**src/design/hsfd_pkg.sv**
```systemverilog
// Shared types, constants and the CRC-8 byte step for the sensor frame decoder.
// No dependencies; imported by every module of the block.
package hsfd_pkg;

  // CRC-8 as used by the sensor: poly x^8+x^5+x^4+1, init 0xFF, MSB first
  localparam logic [7:0] CRC_POLY = 8'h31;
  localparam logic [7:0] CRC_INIT = 8'hFF;

  // Byte positions inside the six-byte readout
  localparam logic [2:0] BYTE_T_MSB = 3'd0;
  localparam logic [2:0] BYTE_T_LSB = 3'd1;
  localparam logic [2:0] BYTE_T_CRC = 3'd2;
  localparam logic [2:0] BYTE_H_MSB = 3'd3;
  localparam logic [2:0] BYTE_H_LSB = 3'd4;
  localparam logic [2:0] BYTE_H_CRC = 3'd5;
  localparam logic [2:0] FRAME_LEN  = 3'd6;

  // Scaling: centi-units = scale * raw / 65535, temperature offset -45.00 C
  localparam logic [14:0]        TEMP_SCALE  = 15'd17500;
  localparam logic [13:0]        HUM_SCALE   = 14'd10000;
  localparam logic signed [15:0] TEMP_OFFSET = 16'sd4500;

  // Job queue between the byte front end and the scaling back end
  localparam int QDEPTH = 4;
  localparam int QAW    = $clog2(QDEPTH);

  typedef enum logic [1:0] {
    ST_OK       = 2'd0,
    ST_TEMP_CRC = 2'd1,
    ST_HUM_CRC  = 2'd2,
    ST_BUS      = 2'd3
  } status_t;

  typedef struct packed {
    status_t     status;
    logic [15:0] raw_t;
    logic [15:0] raw_h;
  } job_t;

  function automatic logic [7:0] crc8_byte(input logic [7:0] crc, input logic [7:0] data);
    logic [7:0] c;
    c = crc ^ data;
    for (int i = 0; i < 8; i++) begin
      c = c[7] ? ((c << 1) ^ CRC_POLY) : (c << 1);
    end
    return c;
  endfunction

endpackage

```
**src/design/hsfd_front.sv**
```systemverilog
// Front end: takes readout bytes, tracks frame position and CRC, and posts a job
// per finished or aborted frame. Depends on hsfd_pkg.
module hsfd_front (
  input  logic          clk,
  input  logic          rst_n,
  input  logic          in_tvalid,
  output logic          in_tready,
  input  logic [7:0]    in_tdata,
  input  logic [1:0]    in_tuser,
  input  logic          q_full,
  output logic          push,
  output hsfd_pkg::job_t push_job
);
  import hsfd_pkg::*;

  logic [2:0]  idx_r, idx_nxt, idx_cur;
  logic [7:0]  crc_r, crc_nxt, crc_cur;
  logic        tok_r, tok_nxt, tok_cur;
  logic [15:0] raw_t_r, raw_t_nxt;
  logic [15:0] raw_h_r, raw_h_nxt;
  logic        in_fire;
  logic        restart;
  logic        hum_ok;

  assign in_tready = !q_full;
  assign in_fire   = in_tvalid && in_tready;

  always_comb begin
    restart   = in_tuser[0] || (idx_r >= FRAME_LEN);
    idx_cur   = restart ? BYTE_T_MSB : idx_r;
    crc_cur   = restart ? CRC_INIT : crc_r;
    tok_cur   = restart ? 1'b0 : tok_r;
    hum_ok    = (crc_cur == in_tdata);
    idx_nxt   = idx_r;
    crc_nxt   = crc_r;
    tok_nxt   = tok_r;
    raw_t_nxt = raw_t_r;
    raw_h_nxt = raw_h_r;
    push      = 1'b0;
    push_job  = '{status: ST_BUS, raw_t: raw_t_r, raw_h: raw_h_r};
    if (in_fire) begin
      if (in_tuser[1]) begin
        // bus error: drop partial frame
        idx_nxt = BYTE_T_MSB;
        crc_nxt = CRC_INIT;
        tok_nxt = 1'b0;
        push    = 1'b1;
      end else begin
        idx_nxt = idx_cur + 3'd1;
        crc_nxt = crc_cur;
        tok_nxt = tok_cur;
        case (idx_cur)
          BYTE_T_MSB: begin
            raw_t_nxt = {in_tdata, 8'h00};
            crc_nxt   = crc8_byte(crc_cur, in_tdata);
          end
          BYTE_T_LSB: begin
            raw_t_nxt = {raw_t_r[15:8], in_tdata};
            crc_nxt   = crc8_byte(crc_cur, in_tdata);
          end
          BYTE_T_CRC: begin
            tok_nxt = (crc_cur == in_tdata);
            crc_nxt = CRC_INIT;
          end
          BYTE_H_MSB: begin
            raw_h_nxt = {in_tdata, 8'h00};
            crc_nxt   = crc8_byte(crc_cur, in_tdata);
          end
          BYTE_H_LSB: begin
            raw_h_nxt = {raw_h_r[15:8], in_tdata};
            crc_nxt   = crc8_byte(crc_cur, in_tdata);
          end
          BYTE_H_CRC: begin
            push = 1'b1;
            if (!tok_cur) begin
              push_job.status = ST_TEMP_CRC;
            end else if (!hum_ok) begin
              push_job.status = ST_HUM_CRC;
            end else begin
              push_job.status = ST_OK;
            end
            idx_nxt = BYTE_T_MSB;
            crc_nxt = CRC_INIT;
            tok_nxt = 1'b0;
          end
          default: begin
            idx_nxt = BYTE_T_MSB;
          end
        endcase
      end
    end
  end

  always_ff @(posedge clk) begin
    if (!rst_n) begin
      idx_r <= BYTE_T_MSB;
      crc_r <= CRC_INIT;
      tok_r <= 1'b0;
    end else begin
      idx_r <= idx_nxt;
      crc_r <= crc_nxt;
      tok_r <= tok_nxt;
    end
  end

  always_ff @(posedge clk) begin
    raw_t_r <= raw_t_nxt;
    raw_h_r <= raw_h_nxt;
  end

endmodule

```
**src/design/hsfd_queue.sv**
```systemverilog
// Short job queue between front and back end of the frame decoder.
// Depends on hsfd_pkg.
module hsfd_queue (
  input  logic           clk,
  input  logic           rst_n,
  input  logic           push,
  input  hsfd_pkg::job_t push_job,
  output logic           full,
  output logic           q_valid,
  input  logic           pop,
  output hsfd_pkg::job_t pop_job
);
  import hsfd_pkg::*;

  job_t           fifo_r [QDEPTH];
  logic [QAW-1:0] wr_ptr_r, wr_ptr_nxt;
  logic [QAW-1:0] rd_ptr_r, rd_ptr_nxt;
  logic [QAW:0]   count_r, count_nxt;

  assign full    = (count_r == (QAW+1)'(QDEPTH));
  assign q_valid = (count_r != '0);
  assign pop_job = fifo_r[rd_ptr_r];

  always_comb begin
    wr_ptr_nxt = push ? wr_ptr_r + QAW'(1) : wr_ptr_r;
    rd_ptr_nxt = pop  ? rd_ptr_r + QAW'(1) : rd_ptr_r;
    count_nxt  = count_r + (QAW+1)'(push) - (QAW+1)'(pop);
  end

  always_ff @(posedge clk) begin
    if (!rst_n) begin
      wr_ptr_r <= '0;
      rd_ptr_r <= '0;
      count_r  <= '0;
    end else begin
      wr_ptr_r <= wr_ptr_nxt;
      rd_ptr_r <= rd_ptr_nxt;
      count_r  <= count_nxt;
    end
  end

  always_ff @(posedge clk) begin
    if (push) begin
      fifo_r[wr_ptr_r] <= push_job;
    end
  end

endmodule

```
**src/design/hsfd_back.sv**
```systemverilog
// Back end: scales raw words to centi-units, keeps the held reading and drives
// the result register. Depends on hsfd_pkg.
module hsfd_back (
  input  logic           clk,
  input  logic           rst_n,
  input  logic           q_valid,
  output logic           pop,
  input  hsfd_pkg::job_t pop_job,
  output logic           out_tvalid,
  input  logic           out_tready,
  output logic [31:0]    out_tdata,
  output logic [2:0]     out_tuser
);
  import hsfd_pkg::*;

  // multiply stage
  logic        a_valid_r, a_valid_nxt;
  status_t     a_status_r;
  logic [30:0] a_tprod_r;
  logic [29:0] a_hprod_r;
  logic        a_load;
  // divide-by-65535 and output stage
  logic        adv;
  logic [31:0] tsum;
  logic [30:0] hsum;
  logic [14:0] tq;
  logic [13:0] hq;
  logic signed [15:0] temp_full;
  logic signed [14:0] held_t_r, held_t_nxt;
  logic [13:0] held_h_r, held_h_nxt;
  logic        held_v_r, held_v_nxt;
  logic        out_valid_r, out_valid_nxt;
  status_t     out_status_r;
  logic signed [14:0] out_t_r;
  logic [13:0] out_h_r;
  logic        out_v_r;

  assign adv         = !out_valid_r || out_tready;
  assign a_load      = !a_valid_r || adv;
  assign pop         = q_valid && a_load;
  assign a_valid_nxt = a_load ? q_valid : a_valid_r;

  always_ff @(posedge clk) begin
    if (!rst_n) begin
      a_valid_r <= 1'b0;
    end else begin
      a_valid_r <= a_valid_nxt;
    end
  end

  always_ff @(posedge clk) begin
    if (pop) begin
      a_status_r <= pop_job.status;
      a_tprod_r  <= 31'(pop_job.raw_t) * 31'(TEMP_SCALE);
      a_hprod_r  <= 30'(pop_job.raw_h) * 30'(HUM_SCALE);
    end
  end

  // floor(x / 65535) = (x + (x >> 16) + 1) >> 16 for the product ranges here
  always_comb begin
    tsum      = {1'b0, a_tprod_r} + 32'(a_tprod_r >> 16) + 32'd1;
    hsum      = {1'b0, a_hprod_r} + 31'(a_hprod_r >> 16) + 31'd1;
    tq        = tsum[30:16];
    hq        = hsum[29:16];
    temp_full = $signed({1'b0, tq}) - TEMP_OFFSET;
  end

  always_comb begin
    held_t_nxt    = held_t_r;
    held_h_nxt    = held_h_r;
    held_v_nxt    = held_v_r;
    out_valid_nxt = out_valid_r;
    if (adv) begin
      out_valid_nxt = a_valid_r;
      if (a_valid_r && (a_status_r == ST_OK)) begin
        held_t_nxt = temp_full[14:0];
        held_h_nxt = hq;
        held_v_nxt = 1'b1;
      end
    end
  end

  always_ff @(posedge clk) begin
    if (!rst_n) begin
      held_t_r    <= '0;
      held_h_r    <= '0;
      held_v_r    <= 1'b0;
      out_valid_r <= 1'b0;
    end else begin
      held_t_r    <= held_t_nxt;
      held_h_r    <= held_h_nxt;
      held_v_r    <= held_v_nxt;
      out_valid_r <= out_valid_nxt;
    end
  end

  always_ff @(posedge clk) begin
    if (adv && a_valid_r) begin
      out_status_r <= a_status_r;
      out_t_r      <= held_t_nxt;
      out_h_r      <= held_h_nxt;
      out_v_r      <= held_v_nxt;
    end
  end

  assign out_tvalid = out_valid_r;
  assign out_tdata  = {3'b000, out_h_r, out_t_r};
  assign out_tuser  = {out_v_r, out_status_r};

`ifndef SYNTHESIS
  a_valid_sticky: assert property (@(posedge clk) disable iff (!rst_n)
    held_v_r |=> held_v_r)
    else $error("held reading lost its valid flag");

  a_zero_before_good: assert property (@(posedge clk) disable iff (!rst_n)
    !held_v_r |-> (held_t_r == '0) && (held_h_r == '0))
    else $error("held reading changed without a good frame");

  a_ok_is_valid: assert property (@(posedge clk) disable iff (!rst_n)
    out_valid_r && (out_status_r == ST_OK) |-> out_v_r)
    else $error("ok result without a valid reading");

  a_range: assert property (@(posedge clk) disable iff (!rst_n)
    out_valid_r && out_v_r |-> (out_t_r >= -15'sd4500) && (out_t_r <= 15'sd13000)
                              && (out_h_r <= 14'd10000))
    else $error("scaled reading out of range");
`endif

endmodule

```
**src/design/humidity_sensor_frame_decoder.sv**
```systemverilog
// Top level of the temperature/humidity sensor frame decoder.
// Depends on hsfd_pkg, hsfd_front, hsfd_queue and hsfd_back.
//
// Usage:
//   Input channel (in_*): one readout byte per beat, in sensor order
//   temperature MSB, LSB, CRC, humidity MSB, LSB, CRC. in_tuser[0] marks the
//   first byte of a frame (a partial frame is dropped silently); in_tuser[1]
//   flags a failed bus read, which drops any partial frame and reports status 3.
//   Result channel (out_*): one beat per finished frame or abort, carrying
//   status in out_tuser[1:0] (0 ok, 1 temp CRC, 2 humidity CRC, 3 bus error)
//   and the held reading. A frame with any bad CRC keeps the previous reading.
//   Path: after the last byte (or the abort beat) is taken, its job goes
//   through the queue, one multiply stage and one divide/output stage.
//   Throughput: one byte per cycle while the job queue is not full; the CRC
//   step is done per byte as it is taken, and the two multipliers are separate units.
//   Stall: a 4-entry job queue sits between front and back end; in_tready
//   drops only while that queue is full, so bytes inside a frame keep flowing
//   during short out_tready stalls.
//   Reset (rst_n low, synchronous): frame position cleared, CRC to 0xFF,
//   queue and pipeline empty, held reading zero with reading_valid low.
module humidity_sensor_frame_decoder (
  input  logic        clk,
  input  logic        rst_n,
  input  logic        in_tvalid,
  output logic        in_tready,
  input  logic [7:0]  in_tdata,   // [7:0] data_byte
  input  logic [1:0]  in_tuser,   // [0] frame_start, [1] abort
  output logic        out_tvalid,
  input  logic        out_tready,
  output logic [31:0] out_tdata,  // [14:0] temperature_centi, [28:15] humidity_centi
  output logic [2:0]  out_tuser   // [1:0] status, [2] reading_valid
);
  import hsfd_pkg::*;

  logic q_full;
  logic q_valid;
  logic push;
  logic pop;
  job_t push_job;
  job_t pop_job;

  // byte tracking, CRC check, job posting
  hsfd_front u_front (
    .clk       (clk),
    .rst_n     (rst_n),
    .in_tvalid (in_tvalid),
    .in_tready (in_tready),
    .in_tdata  (in_tdata),
    .in_tuser  (in_tuser),
    .q_full    (q_full),
    .push      (push),
    .push_job  (push_job)
  );

  // decouples byte intake from result delivery
  hsfd_queue u_queue (
    .clk      (clk),
    .rst_n    (rst_n),
    .push     (push),
    .push_job (push_job),
    .full     (q_full),
    .q_valid  (q_valid),
    .pop      (pop),
    .pop_job  (pop_job)
  );

  // scaling, held reading, result register
  hsfd_back u_back (
    .clk        (clk),
    .rst_n      (rst_n),
    .q_valid    (q_valid),
    .pop        (pop),
    .pop_job    (pop_job),
    .out_tvalid (out_tvalid),
    .out_tready (out_tready),
    .out_tdata  (out_tdata),
    .out_tuser  (out_tuser)
  );

endmodule

```
**config.mk**
```make
export PLATFORM = sky130hd
export DESIGN_NAME = humidity_sensor_frame_decoder
export DESIGN_NICKNAME = d
export VERILOG_FILES = /design/src/design/hsfd_pkg.sv /design/src/design/hsfd_front.sv /design/src/design/hsfd_queue.sv /design/src/design/hsfd_back.sv /design/src/design/humidity_sensor_frame_decoder.sv
export SDC_FILE = /design/constraint.sdc
export NUM_CORES = 1
export LEC_CHECK = 0
export BUFFER_PORTS_ARGS = -buffer_cell sky130_fd_sc_hd__buf_2
export CAP_MARGIN = 15
export CELL_PAD_IN_SITES_DETAIL_PLACEMENT = 2
export CELL_PAD_IN_SITES_GLOBAL_PLACEMENT = 2
export CORE_MARGIN = 1
export CORE_UTILIZATION = 48
export DETAILED_ROUTE_END_ITERATION = 6
export HOLD_SLACK_MARGIN = 0.06
export PLACE_DENSITY_LB_ADDON = 0.08
export SETUP_SLACK_MARGIN = 0.1
export SLEW_MARGIN = 5
export SYNTH_ARGS = -nofsm -noshare
export SYNTH_HDL_FRONTEND = slang
export SYNTH_SLANG_ARGS = --single-unit
```
**constraint.sdc**
```tcl
create_clock -name clk -period 10.4 [get_ports clk]
set_input_delay 0.52 -clock clk [delete_from_list [all_inputs] [get_ports clk]]
set_output_delay 0.52 -clock clk [all_outputs]
set_load 0.01 [all_outputs]
```
Yosys cells after proc, flatten, opt, wreduce, memory -nomap -nowiden
Memory sizes are Yosys's and may differ from the RTL's. A register that Yosys moved wholly into a read port is not among the register bits.
Index checks and enable logic that the tools add are counted.
{ "op_classes": {"add_sub_neg": 10, "multipliers": 2, "magnitude_cmp": 1, "n_eq_ne": 7, "n_mux": 37, "bitwise": 12, "reduce_logical": 22} }
{ "op_table": {"columns": ["operator", "n"], "rows": [
  ["16-bit one-hot mux with 2 select lines", 2],
  ["6-bit 2-to-1 mux", 8],
  ["31-bit by 1-bit adder with 31-bit output (second input constant)", 1],
  ["31-bit by 15-bit adder with 31-bit output", 1],
  ["30-bit by 1-bit adder with 30-bit output (second input constant)", 1],
  ["30-bit by 14-bit adder with 30-bit output", 1],
  ["15-bit 2-to-1 mux", 2],
  ["16-bit by 13-bit multiplier with 29-bit output (second input constant)", 1],
  ["14-bit 2-to-1 mux", 2],
  ["16-bit by 10-bit multiplier with 26-bit output (second input constant)", 1],
  ["3-bit inverter", 8],
  ["8-bit 2-to-1 mux", 2],
  ["8-bit one-hot mux with 2 select lines", 1],
  ["15-bit by 13-bit subtractor with 15-bit output (second input constant)", 1],
  ["2-bit 2-to-1 mux", 7],
  ["3-bit equality test (second input constant)", 3],
  ["1-bit 2-to-1 mux", 9],
  ["3-bit 2-to-1 mux", 3],
  ["8-bit equality test", 1],
  ["4-bit AND reduction", 2],
  ["8-bit bitwise XOR", 1],
  ["3-bit by 2-bit equality test with 1-bit output (second input constant)", 2],
  ["3-bit AND reduction", 2],
  ["5-bit OR reduction", 1],
  ["other kinds (17)", 28]
]} }
{ "totals": {"reg_bits": 172, "ram_bits": 136, "inputBits": 14, "out_inout_bits": 37, "mem_count": 1} }
{ "mem_list": {"columns": ["name", "words", "word_bits", "rd", "rd_clocked_by_memory_dff", "wr", "line", "rtl"], "rows": [
  ["u_queue.fifo_r", 4, 34, 1, 1, 1, "hsfd_queue.sv:15", "job_t fifo_r [QDEPTH];"]
]} }

Logic depth before layout (Yosys ltp)
Gate-level depths: netlist (run 1).
{ "logic_depth": {"word_depth": 22, "ltp_mapped": 24, "ltp_nobuf": 22} }

Hierarchy
A second synthesis (run 1) with hierarchy kept.
{ "hier_totals": {"cells_unflattened": 1439, "area_unflattened_um2": 18401.4} }
{ "modules_own_cells": {"columns": ["mod", "n_inst", "cells_each", "area_each_um2", "seq_area_each_um2"], "rows": [
  ["hsfd_back", 1, 1029, 10765.3, 3313.2],
  ["hsfd_queue", 1, 221, 5398.9, 4264.1],
  ["hsfd_front", 1, 189, 2237.1, 1201.2]
]} }

Worst setup path before layout (run 1)
No wires, ideal clock.
{ "synth_path": {"path_kind": "register to register", "startpoint": "reg with a tool-made name", "endpoint": "reg u_back.a_tprod_r[29] (data pin)", "setup_time_ns": 0.258, "t_arrival_ns": 6.024, "required_time_ns": 10.142, "slack_ns": 4.118, "path_stages_with_launch": 23, "path_buffers": 2, "period_less_slack_ns": 6.282, "cell_sequence": "dfxtp_1 > clkbuf_1 > buf_1 > mux4_2 > ha_1 > inv_1 > fa_1 > inv_1 > ha_1 > inv_1 > fa_1 > fa_1 > inv_1 > ha_1 > a21o_1 > a21o_1 > a221oi_1 > o211ai_1 > a31oi_1 > a21oi_1 > a21o_1 > a21oi_1 > xnor2_1"} }
{ "synth_rtl": {"columns": ["element", "line", "rtl"], "rows": [
  ["end signal: assignment", "hsfd_back.sv:54", "a_tprod_r <= 31'(pop_job.raw_t) * 31'(TEMP_SCALE);"],
  ["end: declaration", "hsfd_back.sv:19", "logic [30:0] a_tprod_r;"]
]} }

==> flow_results.org, run 1 <==
** Run status
- The flow ran to the end, and the final reports show no timing, DRC or antenna violations.

** Timing
- Setup violations remaining at the end of the flow were counted as 0.
- Share of the clock period used by the worst path after layout :: 64.8%
- At the pin with the least slew margin, the transition time is ~1100 ps.
- FMAX :: 148 MHz
- Setup skew after layout :: between 30 and 40 ps
- The clock period could shrink to slightly below 7000 ps.
- The final number of hold-violating endpoints was 0.
- Fin Setup TNS :: 0 ps
- Relative slew slack :: a little over a quarter
- Setup repair after global routing left no endpoint under its margin.
- The number of max-slew violations in the final report was 0.

** Global route
- The initial antenna violation count came to 0.
- Largest net degree at the start of global routing :: just over 60
- The number of global-route vias before repair was 13630.
- GRT Residual Overflow :: 0
- First-pass GRT wire length :: 81500 µm
- Across every metal layer, demand over resource in global routing totals 27.7%.

** Routing
- Summed over all layers, the routed wires come to approximately 52000 µm.
- Starting DRT DRC Count :: 527
- The first detailed-routing pass took 4 iterations.
- Using the TritonRoute via totals, the vias-per-cell ratio works out to 5.67.
- For this run, design rule violations remaining after detail routing come to 0.
- Via count :: 12011
- The detail route stage leaves a number of antenna-violating nets equal to 0.
- Routed length per placed instance :: around 25 µm

** Synthesis
- Post-synth EDFFs :: ~260
- Yosys instantiated no cell more often than edfxtp_1.
- Top post-synthesis cells by count :: 257 x edfxtp_1, 209 x inv_1, 203 x ha_1
- The cell area that synthesis handed to floorplanning was 0.0187 mm².
- In this run the mean area of a mapped cell was 12.3 µm².
- Register bit count reported by yosys :: 310
- Of the synthesized area, sequential elements account for 47.0%.
- Sorting the synthesized cells by area gives the leading types as edfxtp_1 41%, ha_1 14%, fa_1 8.7%, dfxtp_1 5.7%, inv_1 4.2%.
- Top cell type by total area after synthesis :: edfxtp_1
- Primary flip-flop cell chosen by synthesis mapping :: edfxtp_1
- Warnings, synthesis :: 0
- Area share of the largest cell type after synthesis :: 41.3%
- Synthesis produced 1522 cells.
- After synthesis, the netlist uses 73 different library cells.
- In the synthesized netlist the async set-or-reset flop fraction comes to 0%.

** Clock network
- TritonCTS clock tree :: yes
- Number of buffers added to fix hold violations after cts :: 0
- Quantity of gates resized following cts :: 0
- Post-CTS setup repair buffer count :: 0
- Clock slew at the register clock pins of the worst setup and hold paths :: 60 ps
- Maximum number of buffers from clock root to sink :: 3
- Max H-tree Level :: 2
- Number of buffers added by the clock tree synthesis step :: 36
- The tree is rooted in a clkbuf_16.
- Skew-Pair Late Insertion Delay :: 560 ps
- CTS saw 310 sinks.

** Worst setup path
- The critical path in this run is classified as reg2reg.
- Data on the critical path is required at its endpoint by 10680 ps.
- Largest fanout on the critical path :: 34
- Crit path capture type :: register
- Data arrives at the worst endpoint at around 7000 ps.
- Critical Path Source Type :: register
- Counting cells, the worst reg-to-reg path comes to 23.

** Floorplanning
- Placeable core region :: between 0.03 and 0.04 mm²
- The floorplan step defined a die boundary enclosing ~0.04 mm².
- Chip width :: approximately 200 µm
- The die is approximately 200 µm tall.
- Starting utilization of the core area :: about half
- In this run the count of I/O pins placed on the die edge is 51.
- Number of rows in the core area :: 71

** Layout
- Antenna cell count :: 0
- Relative area change from synthesis to final layout :: 10.6%
- In the final layout, the share of cells above drive strength 1 is 11.1%.
- Final non-filler cell total :: 2118
- Number of nets at the end of the flow :: 1878

** Worst hold path
- In this run the worst hold path is classified as in2reg.
- Along the worst hold path, the cell count comes to 4.

** Placed design
- In this run the tool buffered the top-level ports with 47 buffer cells.
- The HPWL after detailed placement is 38800 µm.
- Final weighted congestion in routability-driven placement :: 0.860
- Number of placed cells counting well taps :: 2053

** Run
- Across the run, the number of max-cap violations was 0.
cell usage in the layout, fill, tap and decap left out, types with 8 or more instances in the layout:
cell type / Yosys / routed
inv_1: 209 / 209
nand4_1: 13 / 13
dfxtp_1: 53 / 52
a211oi_1: 9 / 9
or2_2: 8 / 8
buf_4: 4 / 11
a21oi_1: 76 / 75
edfxtp_1: 257 / 257
fa_1: 81 / 81
o21ai_0: 36 / 36
nor3_1: 22 / 21
mux4_2: 34 / 34
nor2b_1: 16 / 16
and3_1: 19 / 19
ha_1: 203 / 203
clkbuf_16: 0 / 36
o22ai_1: 10 / 10
nand3_1: 22 / 22
a21o_1: 24 / 24
buf_2: 1 / 47
nor2_1: 60 / 60
and2_1: 44 / 44
xnor2_1: 64 / 64
a31oi_1: 9 / 9
nand2_1: 67 / 67
xor2_1: 34 / 34
metal layers:
layer  vias up  share of wire, %  GRT usage (%)
met3        88               3.2           3.65
li1       5514                 -              -
met2       215                51           49.6
met4         0               3.0           9.30
met1      6194                42           34.3
met5         -                 0              0
flip-flops by register name, summed over array words and instances (netlist names), named ones only:
register / count
u_queue.fifo_r: 136
u_back.a_tprod_r: 29
u_back.a_hprod_r: 26
u_front.raw_h_r: 16
u_front.raw_t_r: 16
u_back.held_t_r: 15
u_back.out_t_r: 15
u_back.held_h_r: 14
u_back.out_h_r: 14
u_front.crc_r: 8
u_front.idx_r: 3
u_queue.count_r: 3
u_back.a_status_r: 2
u_back.out_status_r: 2
u_queue.rd_ptr_r: 2
u_queue.wr_ptr_r: 2
u_back.a_valid_r: 1
u_back.held_v_r: 1
u_back.out_tvalid: 1
u_back.out_v_r: 1
u_front.tok_r: 1
kinds of logic (layout without fill, tap and decap cells):
logic type,count (synthesis),in the layout,synth area share (%)
other,1,3,0.0201
AO/OA/AOI/OAI,234,234,8.20
XOR/XNOR,98,98,4.59
adder cells (fa/ha/maj),284,284,22.3
multiplexers,39,39,4.40
AND/OR/NAND/NOR,306,306,8.46
flip-flops,310,310,47.0
buffers and inverters,250,333,5.11
worst max-delay path: stages, from the launching register on:
cell and delay (ps):
dfxtp_2 310, buf_4 550, mux4_2 670, inv_1 160, fa_1 430, inv_1 70, ha_1 120, inv_1 60
fa_1 530, inv_1 40, ha_1 270, inv_1 50, fa_1 500, inv_1 40, ha_1 330, o21ai_0 200
nand2b_1 120, and4_1 220, a221oi_1 340, o21ai_0 200, o41ai_1 610, o2111ai_1 210, a21oi_1 280, xnor2_1 110
final cells by class:
type	instances	area, µm²
inverter	210	788
clock buffer	45	965
clock inverter	20	196
sequential	310	8780
multi-input combinational	964	8990
tap	511	639
fill	3703	17300
timing repair buffer	58	318
metrics by stage:
stage | util, % | instance area, µm² | setup slack (ps) | hold WS (ps)
2_1_floorplan | - | 18700 | 4120 | 440
3_3_place_gp | 51.3 | 19500 | 4010 | 449
3_5_place_dp | 51.3 | 19500 | 3740 | 465
4_1_cts | 54.4 | 20700 | 3620 | 351
5_1_grt | 54.4 | 20700 | 3210 | 399
6_report | 54.4 | 20700 | 3660 | 375
worst paths after layout:
| check | slack, ps | start | endpoint |
|---|---|---|---|
| worst min-delay path | 370 | in_tuser[1] | u_front.idx_r[0] |
| worst max register to register | 3660 | register | u_back.a_hprod_r[28] |
| worst min register to register | 470 | u_back.held_t_r[2] | u_back.held_t_r[2] |
| worst max-delay path | 3660 | register | u_back.a_hprod_r[28] |
Power of run 1 is left out: the tool's default activity adds up to more than one toggle a clock period on the data nets, which glitch-free logic cannot reach.
==> inputs of run 2 (changes only) <==
CORE_UTILIZATION = 45   (was 48)
clock period = 7.05 ns   (was 10.4 ns; I/O delays follow)
==> run 2 against run 1 <==
  * Fmax up 7.0%
  * Via count is 1.5% lower
  * Flip-flop and latch count is the same
  * Global-route usage fell by 3.5 points
  * Clock-buffer cell count rose by 1
==> flow_results.org, run 2 (synthesis results as in run 1) <==
** Run status
- Outcome :: finished clean

** Global route
- Number of global-route vias before repair :: 13427 (-1.5%)
- The total congestion overflow after global routing is 0 (unchanged).
- Initial antenna violation count :: 1 (+1)
- The first-pass GRT wire length is 77300 µm (-5.2%).
- The largest net degree at the start of global routing was 61 (unchanged).
- Overall fraction of global-route tracks in use :: 24.2% (-3.5 points)

** Floorplanning
- The count of boundary I/O pins came to 51 (unchanged).
- Number of rows in the core area :: 74 (+4.2%)
- The die outline area is 0.0424 mm² (+6.6%).
- The starting utilization of the core area came to 45.7% (-3.5 points).
- Die H :: 206 µm (+3.2%)
- The placeable core region is 0.0409 mm² (+7.6%).
- Chip width :: 206 µm (+3.2%)

** Placed design
- Place WS :: 775 ps (-2960 ps)
- Number of placed cells counting well taps :: 2078 (+1.2%)
- The HPWL reported at the end of detailed placement is 37500 µm (-3.5%).
- The count of buffers from port buffering is 47 (unchanged).
- Final weighted congestion in routability-driven placement :: 0.865 (+0.61%)

** Worst hold path
- Worst Hold Class :: in2reg

** Layout
- Commonest non-fill, non-tap cells in the layout :: 257 x edfxtp_1, 209 x inv_1, 203 x ha_1, 81 x fa_1, 75 x a21oi_1
- Area of the multi-input gates :: 0.00899 mm² (unchanged)
- Number of fill cells :: 4006 (+8.2%)
- The net count of the finished layout was 1883 (+0.27%).
- Max FFs per register :: 136 (unchanged)
- More flip-flops sit in one register than any other, and that register is u_queue.fifo_r.
- Most frequent standard cell in the layout excluding fill and tap cells :: edfxtp_1
- Storage element area :: 0.00878 mm² (unchanged)
- The antenna diode instance count is 0 (unchanged).
- Relative area change from synthesis to final layout :: 10.8%
- Largest regs :: u_queue.fifo_r x136, u_back.a_tprod_r x29, u_back.a_hprod_r x26
- The final cell count without fillers came to 2144 (+1.2%).
- The fraction of final layout cells sized beyond drive strength 1 came to 11.2% (+0.090 points).

** Timing
- Final hold violation count :: 0 (unchanged)
- The final worst-path setup slack is 753 ps (-2910 ps).
- Relative slew slack :: 30.9% (+3.5 points)
- Final period demand of the worst path :: 6300 ps (-439 ps)
- Fin Setup TNS :: 0 ps (unchanged)
- The number of max-slew violations in the final report came to 0 (unchanged).
- Total of endpoints with negative setup slack in the final report :: 0 (unchanged)
- The maximum frequency from static timing analysis was 159 MHz (+7.0%).
- Setup skew after layout :: 26.2 ps (-5.22 ps)
- Transition time at the pin with the least slew margin :: 1030 ps (-51.0 ps)
- The share of the cycle needed by the critical path after routing came to 89.3% (+25 points).
- Setup repair after global routing missed its margin :: no

** Worst setup path
- The largest individual stage delay along the critical path comes from the cell mux4_2.
- Traced cell by cell, the critical path runs through buf_4, mux4_2, ha_1, fa_1, ha_1, fa_1, inv_1, fa_1, inv_1, ha_1, nand2_1, o2111ai_1, a221oi_1, buf_4, o211ai_1, a31oi_1, a21oi_1, a21o_1, a21oi_1, xnor2_1.
- The critical-path maximum fanout was 10 (-71%).
- The delay contributed by the slowest stage of the critical path was 670 ps (about the same).
- Critical path class :: reg2reg
- The arrival time at the worst endpoint was 6570 ps (-450 ps).
- Crit path required time :: 7320 ps (-3360 ps)
- Critical Path Source Type :: register
- Crit path capture type :: register

** Clock network
- TritonCTS built the clock tree.
- Number of buffers added to fix hold violations after cts :: 0 (unchanged)
- The number of gates resized after CTS is 0 (unchanged).
- Clock sink total :: 310 (unchanged)
- Skew-Pair Late Insertion Delay :: 550 ps (about the same)
- Post-CTS setup repair buffer count :: 0 (unchanged)
- The clock transition time at the flip-flop clock pins of the worst setup and hold paths is 60 ps (about the same).
- Max H-tree Level :: 2 (unchanged)
- Number of buffers added by the clock tree synthesis step :: 36 (unchanged)
- The deepest clock path buffer count was 3 (unchanged).
- The tree is rooted in a clkbuf_16.

** Routing
- The total iterations of the first detailed-routing run was 7 (+3).
- The total DRC errors in the routed layout came to 0 (unchanged).
- The post-route antenna net violation count was 0 (unchanged).
- The vias after detailed routing was 11829 (-1.5%).
- Routed length per placed instance :: 22.8 µm (-7.8%)
- The routed via count divided by cell count came to 5.52 (-2.7%).
- The violation count after the first detailed-routing iteration is 444 (-16%).
- Routed wire length :: 49000 µm (-6.7%)

** Run
- The number of maximum-capacitance violations is 0 (unchanged).
## run 2: cell count changes in the layout (fill, tap and decap cells not counted), sizes merged
cell,delta
clkinvlp,+1
inv,-3
buf,+4
clkbuf,+2
clkinv,+1
## run 2: area by class of cell
class | count | area share [%]
multi-input cells | 964 | 43.4
flip-flops and latches | 310 | 42.4
clock buffers | 46 | 4.63
inverters | 210 | 3.81
well taps | 532 | 3.21
repair buffers | 63 | 1.78
clock inverters | 19 | 0.791
## run 2: per-layer routing
layer | vias to the layer above | track usage (%) | wire length (µm)
met5 | - | 0 | 0
met3 | 81 | 3.07 | 1420
met1 | 6008 | 30.4 | 21200
met2 | 207 | 42.6 | 24700
met4 | 0 | 8.64 | 1620
li1 | 5533 | - | -
## run 2: metrics by stage
step	hold slack [ps]	cell area [µm²]	util, %
after floorplan	440	18700	-
after global placement	449	19600	47.8
after detailed placement	487	19600	47.8
after CTS	170	20700	50.6
after global routing	265	20700	50.6
final	196	20700	50.6
## run 2: critical path: cells and delay by family (launching register included)
family | cells | cell delay, ps
compound gates | 7 | 1430
xor+xnor | 1 | 100
fa+ha+maj | 6 | 2590
buf+inv | 4 | 570
flops | 1 | 550
mux | 1 | 670
simple gates | 1 | 120
## run 2: path summary, 6_finish.rpt
check                           from                   end  slack (ps)  cells past startpoint
setup / recovery            register  u_back.a_tprod_r[29]         750                     20
setup reg to reg            register  u_back.a_tprod_r[29]         750                     20
hold reg to reg   u_back.held_t_r[2]    u_back.held_t_r[2]         490                      2
hold / removal           in_tuser[1]      u_front.idx_r[0]         200                      4
Power of run 2 is left out for the same reason.
==> inputs of run 3 (changes only) <==
RECOVER_POWER = 25   (was not set)
==> run 3 against run 2 <==
  * Cell area fell by 0.12%
  * Worst setup slack barely moved
  * Clock-buffer cell count is the same
  * Die area did not move
  * Critical path depth unchanged
  * Wire length barely moved
  * Non-clock buffer count is the same
  * Via count about the same
  * Clock skew is essentially flat
  * Final cell count unchanged
==> flow_results.org, run 3 (synthesis results as in run 1) <==
** Placed design
- Count of input and output buffers :: 47 (unchanged)
- Cell area reported after detailed placement :: 0.0196 mm² (unchanged)
- The HPWL reported at the end of detailed placement was 37500 µm (unchanged).
- The number of placed instances, taps included is 2078 (unchanged).
- Final weighted congestion in routability-driven placement :: 0.865 (unchanged)

** Clock network
- Clock tree root buffer cell :: clkbuf_16
- The clock latency on the worst-skew pair is 550 ps (about the same).
- The deepest clock path buffer count was 3 (unchanged).
- Post-CTS setup repair buffer count :: 0 (unchanged)
- TritonCTS clock tree :: yes
- Clock sink total :: 310 (unchanged)
- The hold buffer count at CTS was 0 (unchanged).
- Quantity of gates resized following cts :: 0 (unchanged)
- Clock slew at the register clock pins of the worst setup and hold paths :: 60 ps (about the same)
- Max H-tree Level :: 2 (unchanged)
- Number of buffers added by the clock tree synthesis step :: 36 (unchanged)

** Worst setup path
- Slowest Stage Delay on Critical Path :: 670 ps (about the same)
- The critical-path maximum fanout came to 10 (unchanged).
- Critical path class :: reg2reg
- Crit path required time :: 7320 ps (about the same)
- Series of cell instances along the critical path :: buf_4, mux4_2, ha_1, fa_1, ha_1, fa_1, inv_1, fa_1, inv_1, ha_1, nand2_1, o2111ai_1, a221oi_1, buf_4, o211ai_1, a31oi_1, a21oi_1, a21o_1, a21oi_1, xnor2_1
- STA classifies the critical path startpoint as a register.
- Family with the most delay on the worst path :: adder cells
- Bufs and invs on worst path :: 4 (unchanged)
- Crit path capture type :: register
- The arrival time at the worst endpoint came to 6570 ps (about the same).
- Slowest cell on the critical path :: mux4_2

** Run status
- The flow ran to the end, and the final reports show no timing, DRC or antenna violations.

** Timing
- Share of the clock period used by the worst path after layout :: 89.3% (about the same)
- Fin Setup TNS :: 0 ps (unchanged)
- Final period demand of the worst path :: 6300 ps (-0.0470 ps)
- Max Transition Viols Final :: 0 (unchanged)
- The final setup violation count came to 0 (unchanged).
- The slew at the pin with the worst max-slew slack came to 1030 ps (+1.56 ps).
- Final hold violation count :: 0 (unchanged)
- Setup skew after layout :: 26.2 ps (+0.000500 ps)
- Setup repair after global routing missed its margin :: no
- The worst relative slew slack was 30.8% (-0.10 points).
- FMAX :: 159 MHz (about the same)

** Floorplanning
- Starting utilization of the core area :: 45.7% (unchanged)
- Chip width :: 206 µm (unchanged)
- The count of boundary I/O pins was 51 (unchanged).
- Die H :: 206 µm (unchanged)
- Number of rows in the core area :: 74 (unchanged)
- The die outline area is 0.0424 mm² (unchanged).
- Placeable core region :: 0.0409 mm² (unchanged)

** Run
- Max capacitance violation total :: 0 (unchanged)

** Global route
- The number of global-route vias before repair is 13427 (unchanged).
- Largest net degree at the start of global routing :: 61 (unchanged)
- The first-pass GRT wire length came to 77300 µm (unchanged).
- Initial antenna violation count :: 1 (unchanged)
- The overall fraction of global-route tracks in use was 24.2% (unchanged).
- The total congestion overflow after global routing came to 0 (unchanged).

** Layout
- u_queue.fifo_r holds more flip-flops than any other register.
- Non-Filler Cell Area, Final :: 0.0207 mm² (-0.12%)
- The flip-flop count of the largest register, all copies and words added came to 136 (unchanged).
- Largest regs :: u_queue.fifo_r x136, u_back.a_tprod_r x29, u_back.a_hprod_r x26
- Number of nets at the end of the flow :: 1883 (unchanged)
- Most frequent standard cell in the layout excluding fill and tap cells :: edfxtp_1
- Final non-filler cell total :: 2144 (unchanged)
- Commonest non-fill, non-tap cells in the layout :: 257 x edfxtp_1, 209 x inv_1, 203 x ha_1, 81 x fa_1, 75 x a21oi_1
- Fraction of layout instances using a drive strength above 1 :: 9.99% (-1.2 points)
- Antenna cell count :: 0 (unchanged)
- The area growth from synthesis to layout is 10.6%.

** Routing
- The routed wirelength normalized by instance count is 22.8 µm (about the same).
- The routed via count divided by cell count was 5.52 (about the same).
- The total DRC errors in the routed layout was 0 (unchanged).
- Remaining antenna violation count :: 0 (unchanged)
- The violation count after the first detailed-routing iteration is 458 (+3.2%).
- Routed wire length :: 49000 µm (about the same)
- Detailed-router iteration count before antenna repair :: 7 (unchanged)
- Via count :: 11831 (+0.017%)

** Worst hold path
- The tightest min-delay check is of the in2reg type.
-- run 3: path summary, 6_finish.rpt --
check,from,endpoint,slack (ps),depth (start not counted)
max,register,u_back.a_tprod_r[29],750,20
min,in_tuser[1],u_front.idx_r[0],200,4
max reg2reg,register,u_back.a_tprod_r[29],750,20
min reg2reg,u_back.held_t_r[2],u_back.held_t_r[2],490,2
-- run 3: layer usage --
metal | wire length [µm] | up-vias | GRT usage [%]
met5 | 0 | - | 0
met4 | 1620 | 0 | 8.64
met3 | 1430 | 81 | 3.07
met2 | 24700 | 211 | 42.6
met1 | 21200 | 6006 | 30.4
li1 | - | 5533 | -
-- run 3: cell type report --
type,instances,area (µm²)
tap,532,666
multi-input combinational,964,8990
timing repair buffer,63,343
inverter,210,788
clock buffer,46,958
sequential,310,8780
fill,4020,20200
clock inverter,19,164
-- run 3: per-stage QoR --
step	hold WS (ps)	utilization, %	worst slack (ps)
global placement	449	47.8	895
finish	196	50.5	753
detailed placement	487	47.8	775
floorplan	440	-	768
CTS	170	50.6	725
global route	265	50.5	295
-- run 3: tightest hold or removal path: cells and delay by family --
family | cells | cell delay, ps
buffers and inverters | 1 | 120
AND/OR/NAND/NOR | 2 | 100
AO/OA/AOI/OAI | 1 | 110
Power of run 3 is left out for the same reason.
